### src/sv/mosaic_bitmap_blitter_assert.svh
// ----------------------------------------------------------------------------
// Mosaic bitmap blitter assertion macros
// Shared wrappers for the concurrent checks at the end of the top level.
// ----------------------------------------------------------------------------
`ifndef MOSAIC_BITMAP_BLITTER_ASSERT_SVH
`define MOSAIC_BITMAP_BLITTER_ASSERT_SVH

// Same-cycle implication, sampled on clk, off during rst.
`define MBB_CHECK_NOW(label, ante, cons, msg) \
  label: assert property (@(posedge clk) disable iff (rst) (ante) |-> (cons)) else $error(msg);

// Next-cycle implication, sampled on clk, off during rst.
`define MBB_CHECK_NEXT(label, ante, cons, msg) \
  label: assert property (@(posedge clk) disable iff (rst) (ante) |=> (cons)) else $error(msg);

`endif

### src/sv/mbb_pkg.sv
// ----------------------------------------------------------------------------
// Mosaic bitmap blitter package
// Grid geometry, opcodes, register indexes and the structs between modules.
// ----------------------------------------------------------------------------
package mbb_pkg;

  // Grid geometry
  localparam int GRID_COLS   = 80;
  localparam int GRID_ROWS   = 75;
  localparam int GRID_PIXELS = GRID_COLS * GRID_ROWS;
  localparam int STORE_BYTES = (GRID_PIXELS + 7) / 8;
  localparam int COL_W       = $clog2(GRID_COLS);
  localparam int ROW_W       = $clog2(GRID_ROWS);
  localparam int IDX_W       = $clog2(GRID_PIXELS);
  localparam int ADDR_W      = $clog2(STORE_BYTES);
  localparam int COORD_W     = 11;

  // Request opcodes
  localparam logic [2:0] OP_CLEAR     = 3'd0;
  localparam logic [2:0] OP_PLOT      = 3'd1;
  localparam logic [2:0] OP_STAMP     = 3'd2;
  localparam logic [2:0] OP_READ_PX   = 3'd3;
  localparam logic [2:0] OP_READ_CELL = 3'd4;

  // Configuration register indexes
  localparam int CFG_IDX_W = 3;
  localparam logic [CFG_IDX_W-1:0] CFG_CHAR_BASE = 3'd0;
  localparam logic [CFG_IDX_W-1:0] CFG_SPR_W     = 3'd1;
  localparam logic [CFG_IDX_W-1:0] CFG_SPR_H     = 3'd2;
  localparam logic [CFG_IDX_W-1:0] CFG_ANCHOR_X  = 3'd3;
  localparam logic [CFG_IDX_W-1:0] CFG_ANCHOR_Y  = 3'd4;
  localparam logic [CFG_IDX_W-1:0] CFG_PATTERN   = 3'd5;

  // Pixel unit operations
  localparam logic [1:0] PX_READ      = 2'd0;
  localparam logic [1:0] PX_SET       = 2'd1;
  localparam logic [1:0] PX_RESET     = 2'd2;
  localparam logic [1:0] PX_CLEAR_ALL = 2'd3;

  typedef struct packed {
    logic [7:0]  char_base;
    logic [3:0]  sprite_width;
    logic [3:0]  sprite_height;
    logic [2:0]  sprite_anchor_x;
    logic [2:0]  sprite_anchor_y;
    logic [63:0] sprite_pattern;
  } cfg_t;

  typedef struct packed {
    logic                      valid;
    logic [1:0]                op;
    logic signed [COORD_W-1:0] x;
    logic signed [COORD_W-1:0] y;
  } px_req_t;

  typedef struct packed {
    logic ready;
    logic idle;
    logic done;
    logic value;
  } px_rsp_t;

  typedef struct packed {
    logic       load;
    logic       pixel_value;
    logic [7:0] cell_code;
  } seq_result_t;

endpackage

### src/sv/mbb_if.sv
// ----------------------------------------------------------------------------
// Mosaic bitmap blitter channels
// Command and response channels with valid/ready handshakes.
// ----------------------------------------------------------------------------
interface mbb_cmd_if;
  logic              valid;
  logic              ready;
  logic [2:0]        opcode;
  logic signed [8:0] pos_x;
  logic signed [8:0] pos_y;
  logic              pixel_on;
  logic [5:0]        cell_col;
  logic [4:0]        cell_row;

  modport source (output valid, opcode, pos_x, pos_y, pixel_on, cell_col, cell_row,
                  input ready);
  modport sink (input valid, opcode, pos_x, pos_y, pixel_on, cell_col, cell_row,
                output ready);
endinterface


### src/sv/mbb_sequencer.sv
// ----------------------------------------------------------------------------
// Mosaic bitmap blitter sequencer
// Decodes a request and walks it as pixel requests to the pixel unit.
// ----------------------------------------------------------------------------
module mbb_sequencer (
  input  logic                 clk,
  input  logic                 rst,
  mbb_cmd_if.sink              cmd,
  input  mbb_pkg::cfg_t        cfg,
  output mbb_pkg::px_req_t     preq,
  input  mbb_pkg::px_rsp_t     prsp,
  input  logic                 out_free,
  output mbb_pkg::seq_result_t res
);

  localparam logic [1:0] SQ_IDLE   = 2'd0;
  localparam logic [1:0] SQ_ISSUE  = 2'd1;
  localparam logic [1:0] SQ_DRAIN  = 2'd2;
  localparam logic [1:0] SQ_RESULT = 2'd3;

  logic [1:0]        state;
  logic [2:0]        op_r;
  logic signed [8:0] px_r;
  logic signed [8:0] py_r;
  logic              on_r;
  logic [6:0]        sx_r;
  logic [6:0]        sy_r;
  logic [3:0]        col_cnt;
  logic [3:0]        row_cnt;
  logic [7:0]        k_cnt;
  logic [2:0]        iss_cnt;
  logic [2:0]        done_cnt;
  logic [5:0]        bits_r;
  logic              pix_r;

  logic                              accept;
  logic                              spr_on;
  logic                              step;
  logic                              last_pos;
  logic signed [mbb_pkg::COORD_W-1:0] px_ext;
  logic signed [mbb_pkg::COORD_W-1:0] py_ext;

  assign cmd.ready = (state == SQ_IDLE) && prsp.idle;
  assign accept    = cmd.valid && cmd.ready;

  assign px_ext   = {{2{px_r[8]}}, px_r};
  assign py_ext   = {{2{py_r[8]}}, py_r};
  assign spr_on   = (k_cnt < 8'd64) && cfg.sprite_pattern[~k_cnt[5:0]];
  assign last_pos = (col_cnt == cfg.sprite_width - 4'd1) &&
                    (row_cnt == cfg.sprite_height - 4'd1);

  // Build the pixel request for the current step
  always_comb begin
    preq.valid = 1'b0;
    preq.op    = mbb_pkg::PX_READ;
    preq.x     = px_ext;
    preq.y     = py_ext;
    if (state == SQ_ISSUE) begin
      case (op_r)
        mbb_pkg::OP_CLEAR: begin
          preq.valid = 1'b1;
          preq.op    = mbb_pkg::PX_CLEAR_ALL;
        end
        mbb_pkg::OP_PLOT: begin
          preq.valid = 1'b1;
          preq.op    = on_r ? mbb_pkg::PX_SET : mbb_pkg::PX_RESET;
        end
        mbb_pkg::OP_READ_PX: begin
          preq.valid = 1'b1;
        end
        mbb_pkg::OP_READ_CELL: begin
          preq.valid = 1'b1;
          preq.x     = {4'b0, sx_r} + {10'b0, iss_cnt[0]};
          preq.y     = {4'b0, sy_r} + {9'b0, iss_cnt[2:1]};
        end
        mbb_pkg::OP_STAMP: begin
          preq.valid = spr_on;
          preq.op    = mbb_pkg::PX_SET;
          preq.x     = px_ext + {7'b0, col_cnt} - {8'b0, cfg.sprite_anchor_x};
          preq.y     = py_ext + {7'b0, row_cnt} - {8'b0, cfg.sprite_anchor_y};
        end
        default: begin
          preq.valid = 1'b0;
        end
      endcase
    end
  end

  // Stamp moves on when the pixel is off or its request is taken
  assign step = !spr_on || prsp.ready;

  assign res.load        = (state == SQ_RESULT) && out_free;
  assign res.pixel_value = (op_r == mbb_pkg::OP_READ_PX) ? pix_r : 1'b0;
  assign res.cell_code   = (op_r == mbb_pkg::OP_READ_CELL) ?
                           (cfg.char_base | {2'b0, bits_r}) : 8'h00;

  always_ff @(posedge clk) begin
    if (rst) begin
      state <= SQ_IDLE;
    end else begin
      unique case (state)
        SQ_IDLE: begin
          if (accept) begin
            case (cmd.opcode) inside
              mbb_pkg::OP_CLEAR, mbb_pkg::OP_PLOT, mbb_pkg::OP_READ_PX,
              mbb_pkg::OP_READ_CELL: begin
                state <= SQ_ISSUE;
              end
              mbb_pkg::OP_STAMP: begin
                if ((cfg.sprite_width != 4'd0) && (cfg.sprite_height != 4'd0)) begin
                  state <= SQ_ISSUE;
                end
              end
              default: begin
                state <= SQ_IDLE;
              end
            endcase
          end
        end
        SQ_ISSUE: begin
          if (op_r == mbb_pkg::OP_STAMP) begin
            if (step && last_pos) begin
              state <= SQ_DRAIN;
            end
          end else if (op_r == mbb_pkg::OP_READ_CELL) begin
            if (prsp.ready && (iss_cnt == 3'd5)) begin
              state <= SQ_DRAIN;
            end
          end else if (prsp.ready) begin
            state <= SQ_DRAIN;
          end
        end
        SQ_DRAIN: begin
          if (prsp.idle) begin
            if ((op_r == mbb_pkg::OP_READ_PX) || (op_r == mbb_pkg::OP_READ_CELL)) begin
              state <= SQ_RESULT;
            end else begin
              state <= SQ_IDLE;
            end
          end
        end
        SQ_RESULT: begin
          if (out_free) begin
            state <= SQ_IDLE;
          end
        end
        default: begin
          state <= SQ_IDLE;
        end
      endcase
    end
  end

  // Request fields, walk counters and collected read bits
  always_ff @(posedge clk) begin
    if (accept) begin
      op_r     <= cmd.opcode;
      px_r     <= cmd.pos_x;
      py_r     <= cmd.pos_y;
      on_r     <= cmd.pixel_on;
      sx_r     <= {cmd.cell_col, 1'b0};
      sy_r     <= {2'b0, cmd.cell_row} + {1'b0, cmd.cell_row, 1'b0};
      col_cnt  <= '0;
      row_cnt  <= '0;
      k_cnt    <= '0;
      iss_cnt  <= '0;
      done_cnt <= '0;
    end else begin
      if ((state == SQ_ISSUE) && (op_r == mbb_pkg::OP_STAMP) && step) begin
        k_cnt <= k_cnt + 8'd1;
        if (col_cnt == cfg.sprite_width - 4'd1) begin
          col_cnt <= '0;
          row_cnt <= row_cnt + 4'd1;
        end else begin
          col_cnt <= col_cnt + 4'd1;
        end
      end
      if ((state == SQ_ISSUE) && prsp.ready) begin
        iss_cnt <= iss_cnt + 3'd1;
      end
      if (prsp.done) begin
        done_cnt <= done_cnt + 3'd1;
      end
    end
    if (prsp.done) begin
      pix_r <= prsp.value;
      if (op_r == mbb_pkg::OP_READ_CELL) begin
        bits_r[done_cnt] <= prsp.value;
      end
    end
  end

endmodule

### src/flat_wrapper.sv
// flat-port wrapper written by rule: the top's interface ports become plain ports
module mbb_sequencer_flat 
  (clk, rst, cfg, preq, prsp, out_free, res, cmd_valid, cmd_opcode, cmd_pos_x, cmd_pos_y, cmd_pixel_on, cmd_cell_col, cmd_cell_row, cmd_ready);
  mbb_cmd_if cmd_i ();
  input  logic clk;
  input  logic rst;
  input  mbb_pkg::cfg_t cfg;
  output mbb_pkg::px_req_t preq;
  input  mbb_pkg::px_rsp_t prsp;
  input  logic out_free;
  output mbb_pkg::seq_result_t res;
  input wire logic [$bits(cmd_i.valid)-1:0] cmd_valid;
  input wire logic [$bits(cmd_i.opcode)-1:0] cmd_opcode;
  input wire logic [$bits(cmd_i.pos_x)-1:0] cmd_pos_x;
  input wire logic [$bits(cmd_i.pos_y)-1:0] cmd_pos_y;
  input wire logic [$bits(cmd_i.pixel_on)-1:0] cmd_pixel_on;
  input wire logic [$bits(cmd_i.cell_col)-1:0] cmd_cell_col;
  input wire logic [$bits(cmd_i.cell_row)-1:0] cmd_cell_row;
  output wire logic [$bits(cmd_i.ready)-1:0] cmd_ready;
  assign cmd_i.valid = cmd_valid;
  assign cmd_i.opcode = cmd_opcode;
  assign cmd_i.pos_x = cmd_pos_x;
  assign cmd_i.pos_y = cmd_pos_y;
  assign cmd_i.pixel_on = cmd_pixel_on;
  assign cmd_i.cell_col = cmd_cell_col;
  assign cmd_i.cell_row = cmd_cell_row;
  assign cmd_ready = cmd_i.ready;
  mbb_sequencer u_core (.clk(clk), .rst(rst), .cmd(cmd_i), .cfg(cfg), .preq(preq), .prsp(prsp), .out_free(out_free), .res(res));
endmodule
### config.mk
export PLATFORM = sky130hd
export DESIGN_NAME = mbb_sequencer_flat
export DESIGN_NICKNAME = d
export VERILOG_FILES = /design/src/sv/mosaic_bitmap_blitter_assert.svh /design/src/sv/mbb_pkg.sv /design/src/sv/mbb_if.sv /design/src/sv/mbb_sequencer.sv /design/src/flat_wrapper.sv
export SDC_FILE = /design/constraint.sdc
export NUM_CORES = 1
export LEC_CHECK = 0
export ABC_AREA = 0
export BUFFER_PORTS_ARGS = -buffer_cell sky130_fd_sc_hd__buf_2
export CORE_MARGIN = 1
export CORE_UTILIZATION = 30
export DETAILED_ROUTE_END_ITERATION = 6
export HOLD_SLACK_MARGIN = 0.08
export SYNTH_ARGS = -nofsm -noshare
export SYNTH_HDL_FRONTEND = slang
export SYNTH_SLANG_ARGS = --single-unit
### constraint.sdc
create_clock -name clk -period 8.1 [get_ports clk]
set_input_delay 0.405 -clock clk [delete_from_list [all_inputs] [get_ports clk]]
set_output_delay 0.405 -clock clk [all_outputs]
set_load 0.005 [all_outputs]
# Yosys cells after proc, flatten, opt, wreduce, memory -nomap -nowiden
# Cells that the tools add are included.
# word_totals
register_bits,66
inputBits,127
output_inout_bits,36
elab_cells,106
# op_classes
n_addsub,14
magnitude_cmp,4
n_eq_ne,21
n_mux,26
bitwise_logic,2
n_reduce_logical,25
# ops
operator,count
case mux 22 bit (2 select lines),1
two-way mux 2 bit,13
two-way mux 25 bit,1
subtractor 11 x 3 -> 11 bit,2
adder 9 x 5 -> 10 bit,2
"== test 3 x 2 -> 1 bit, second input constant",4
logical AND 1 bit,12
"inequality test 4 bit, second input constant",3
"== test 3 bit, second input constant",3
"adder 4 x 1 -> 4 bit, second input constant",2
adder 7 x 1 -> 8 bit,1
adder 7 x 2 -> 8 bit,1
"adder 8 x 1 -> 8 bit, second input constant",1
== test 4 bit,2
"< comparator 8 x 7 -> 1 bit, second input constant",1
two-way mux 8 bit,1
OR 8 x 6 -> 8 bit,1
case mux 2 bit (4 select lines),1
nonzero test 4 bit,2
OR reduction 4 bit,2
"subtractor 4 x 1 -> 4 bit, second input constant",2
adder 5 x 6 -> 7 bit,1
"< comparator 6 x 7 -> 1 bit, second input constant",1
AND reduction 7 bit,1
22 further kinds,31

# Logic depth before layout (Yosys ltp)
# depth
word_depth,10
mapped_depth,12
ltp_nobuf,12

# Worst setup path before layout
# OpenSTA, ideal clock, no wires.
# synth_timing
kind,register to output
startpoint,reg u_core.col_cnt[0]
endpoint,out preq[16] (netlist bit)
t_arrival_ns,2.731
t_required_ns,7.695
setup_slack_ns,4.964
stages_incl_launch_ff,13
path_cell_list,dfxtp_1 ha_1 inv_1 fa_1 inv_1 ha_1 nor2b_1 o21ai_0 or3b_2 a32oi_1 o32ai_1 mux2i_1 nand2_1
# synth_lines
element,line_no,source
"start, declared",mbb_sequencer.sv:28,logic [3:0] col_cnt;
"start signal, assigned",mbb_sequencer.sv:175,col_cnt <= col_cnt + 4'd1;
"end, declared",flat_wrapper.sv:8,output mbb_pkg::px_req_t preq;

==> results.txt <==
status = finished clean
Period minus WS final = 3880 ps
clock buffer count from CTS = 9
pre-CTS WS = 4600 ps
critical path class = flop to output port
post_cts resized = 0
clk sinks = 66
Post-synth top cells = 54 x nor2_1, 42 x edfxtp_1, 37 x inv_1, 35 x nand2_1, 31 x ha_1
initial DRC count = 287
sequential share of the synthesized area = 34.3%
EDFF count, synth = 42
crit-path max FO = 6
met1 WL = 6200 um
GP Congestion = 0.801
Final Net Count = 857
vias in the first global route = 4566
CP arrival = 3470 ps
synthesis warning total = 0
core region area = 16600 sq um
met3 WL = 819 um
htree depth = 3
Peak supply drop = 0.112 mV
Tcrit/Tclk final = 47.9%
Die X = 132 um
Max Used Layer = met4
top post-synthesis cells by area = edfxtp_1 25%, dfxtp_1 9.5%, ha_1 7.6%, mux4_2 5.3%, xnor2_1 5.0%
clk_lat worst skew = 340 ps
library cells used by synthesis = 62
Total GRT Usage = 16.6%
share of cells above drive strength 1 = 28.7%
fmax = 258 MHz
cts hold-fix bufs = 0
Rel. slew slack = 45.6%
GRT Residual Overflow = 0
final hold vios = 0
Netlist Area Pre-Place = 5080 sq um
cells after synthesis = 543
met2 WL = 6510 um
Synth async-reset ratio = 0%
Clock Skews = 7.78 ps
most area-hungry cell type in the Yosys netlist = edfxtp_1
top-area cell type share of the netlist area = 24.8%
Slew Viols, Final = 0
antenna violations before repair = 1
HPWL Detailed = 10500 um
first-pass GRT wire length = 22600 um
crit start category = flop
Most used DFF post-synth = edfxtp_1
starting density of the core = 30.6%
IO Port Bufs = 162
antenna viol nets, final = 0
P_sw = 0.412 mW
unrepaired setup endpoints after global routing = no
CTS tree = yes
fillers = 1717
Hold/Removal Path Class = input pin to flop
sequential share of power = 37.9%
routed len/inst = 14.9 um
# DRC = 0
Pwr Density = 194 nW/um^2
largest net degree at the start of global routing = 46
clock group share of total power = 30.9%
area grow syn2layout = 25.6%
Die Footprint = 17500 sq um
logic gate share of total power = 31.3%
cell-internal power = 0.824 mW
Slew @ Worst Pin = 810 ps
Max Root-Sink Buffers = 2
setup slack after layout = 4220 ps
Worst Path Required = 7700 ps
sw frac = 33.3%
Die Ht = 132 um
Final TNS setup = 0 ps
row count = 47
vias per cell = 5.02
final WL = 13700 um
Yosys reg bits = 66
Pre-antenna DRT Iters = 5
Vias = 4611
Final Instance Area = 6380 sq um
IO Pins = 163
worst hold slack = 232 ps
clk slew on worst S/H paths = 60 ps
Max Cap Violations = 0
Root Driver = clkbuf_16
# Post-CTS Setup Buffers = 0
Lkg Pwr = 2.68 nW
syn_nets = 707
CP Capture Type = output port
count leader, synth = nor2_1
Setup-failing EPs final = 0
Final Core Density = 38.5%
Mean Syn Cell Area = 9.35 sq um
DP Area = 6100 sq um
## routing by layer
layer	track usage, %	vias up
li1	-	2316
met1	20.4	2146
met2	28.2	134
met3	4.69	15
met4	4.84	0
met5	0	-
## final cells by class
cell class | count | area (sq um) | area share, %
antenna | 1 | 2.50 | 0.0392
sequential | 66 | 1740 | 27.3
inverter | 37 | 139 | 2.18
multi-input combinational | 411 | 3090 | 48.4
clock inverter | 4 | 43.8 | 0.686
timing repair buffer | 168 | 856 | 13.4
clock buffer | 12 | 236 | 3.71
tap | 220 | 275 | 4.31
## sequential cells by signal, summed over array words and instances (netlist names)
register,cells
u_core.bits_r,6
u_core.pix_r,1
u_core.sx_r,6
u_core.op_r,3
u_core.on_r,1
u_core.iss_cnt,3
u_core.col_cnt,4
u_core.k_cnt,8
u_core.state,2
u_core.py_r,9
u_core.sy_r,7
u_core.row_cnt,4
u_core.done_cnt,3
u_core.px_r,9
## worst max-delay path, stage by stage, from the launching register on
cell,delay (ps)
dfxtp_1,430
ha_1,210
inv_1,60
fa_1,410
xnor2_1,190
ha_1,280
nor2b_1,160
a2111oi_0,590
nand4_1,230
xnor2_1,170
o21ai_0,230
buf_2,180
## cell families (layout without fill, tap and decap cells)
family	Yosys count	in the layout	synth area share, %
simple gates	183	183	17.6
compound gates	116	116	16.4
flops	66	66	34.3
buf+inv	66	221	5.05
xor+xnor	43	43	7.42
fa+ha+maj	37	37	10.0
mux	32	32	9.29
other cells	0	1	0
## power by group through the flow
| stage | Sequential [mW] | Combinational [mW] | Clock (mW) |
|---|---|---|---|
| after floorplan | 0.439 | 0.287 | 0 |
| after global placement | 0.474 | 0.386 | 0 |
| after detailed placement | 0.475 | 0.390 | 0 |
| after CTS | 0.468 | 0.392 | 0.393 |
| after global routing | 0.478 | 0.440 | 0.408 |
| final | 0.468 | 0.387 | 0.382 |
## placed cells by master (no fill, tap or decap), types with 4 or more instances in the layout
cell type,instances
a211oi_1,5
a21o_1,4
a21oi_1,16
a221o_1,7
a22oi_1,10
and3_1,9
buf_2,162
buf_4,6
clkbuf_16,9
dfxtp_1,24
edfxtp_1,42
fa_1,6
ha_1,31
inv_1,36
mux2i_1,19
mux4_2,12
nand2_1,35
nand2b_1,7
nand3_1,21
nand4_1,5
nor2_1,54
nor2b_1,13
nor3_1,16
o211ai_1,5
o21ai_0,20
o21ai_1,5
o31ai_1,5
or3_1,8
or4_1,4
xnor2_1,29
xor2_1,14
## stage by stage
step                      instances  total power, mW
after detailed placement        902            0.864
after global routing            918             1.33
after CTS                       918             1.25
final                           919             1.24
after floorplan                 543            0.726
after global placement          902            0.860
## path summary, 6_finish.rpt
check	from	end	depth (start not counted)	slack, ps
hold reg to reg	u_core.k_cnt[1]	u_core.k_cnt[1]	2	480
setup reg to reg	u_core.k_cnt[1]	u_core.k_cnt[5]	9	4770
hold / removal	cmd_pos_y[5]	u_core.py_r[5]	1	230
setup / recovery	u_core.row_cnt[0]	preq[8]	11	4220
Power figures use the tool's default switching activity.
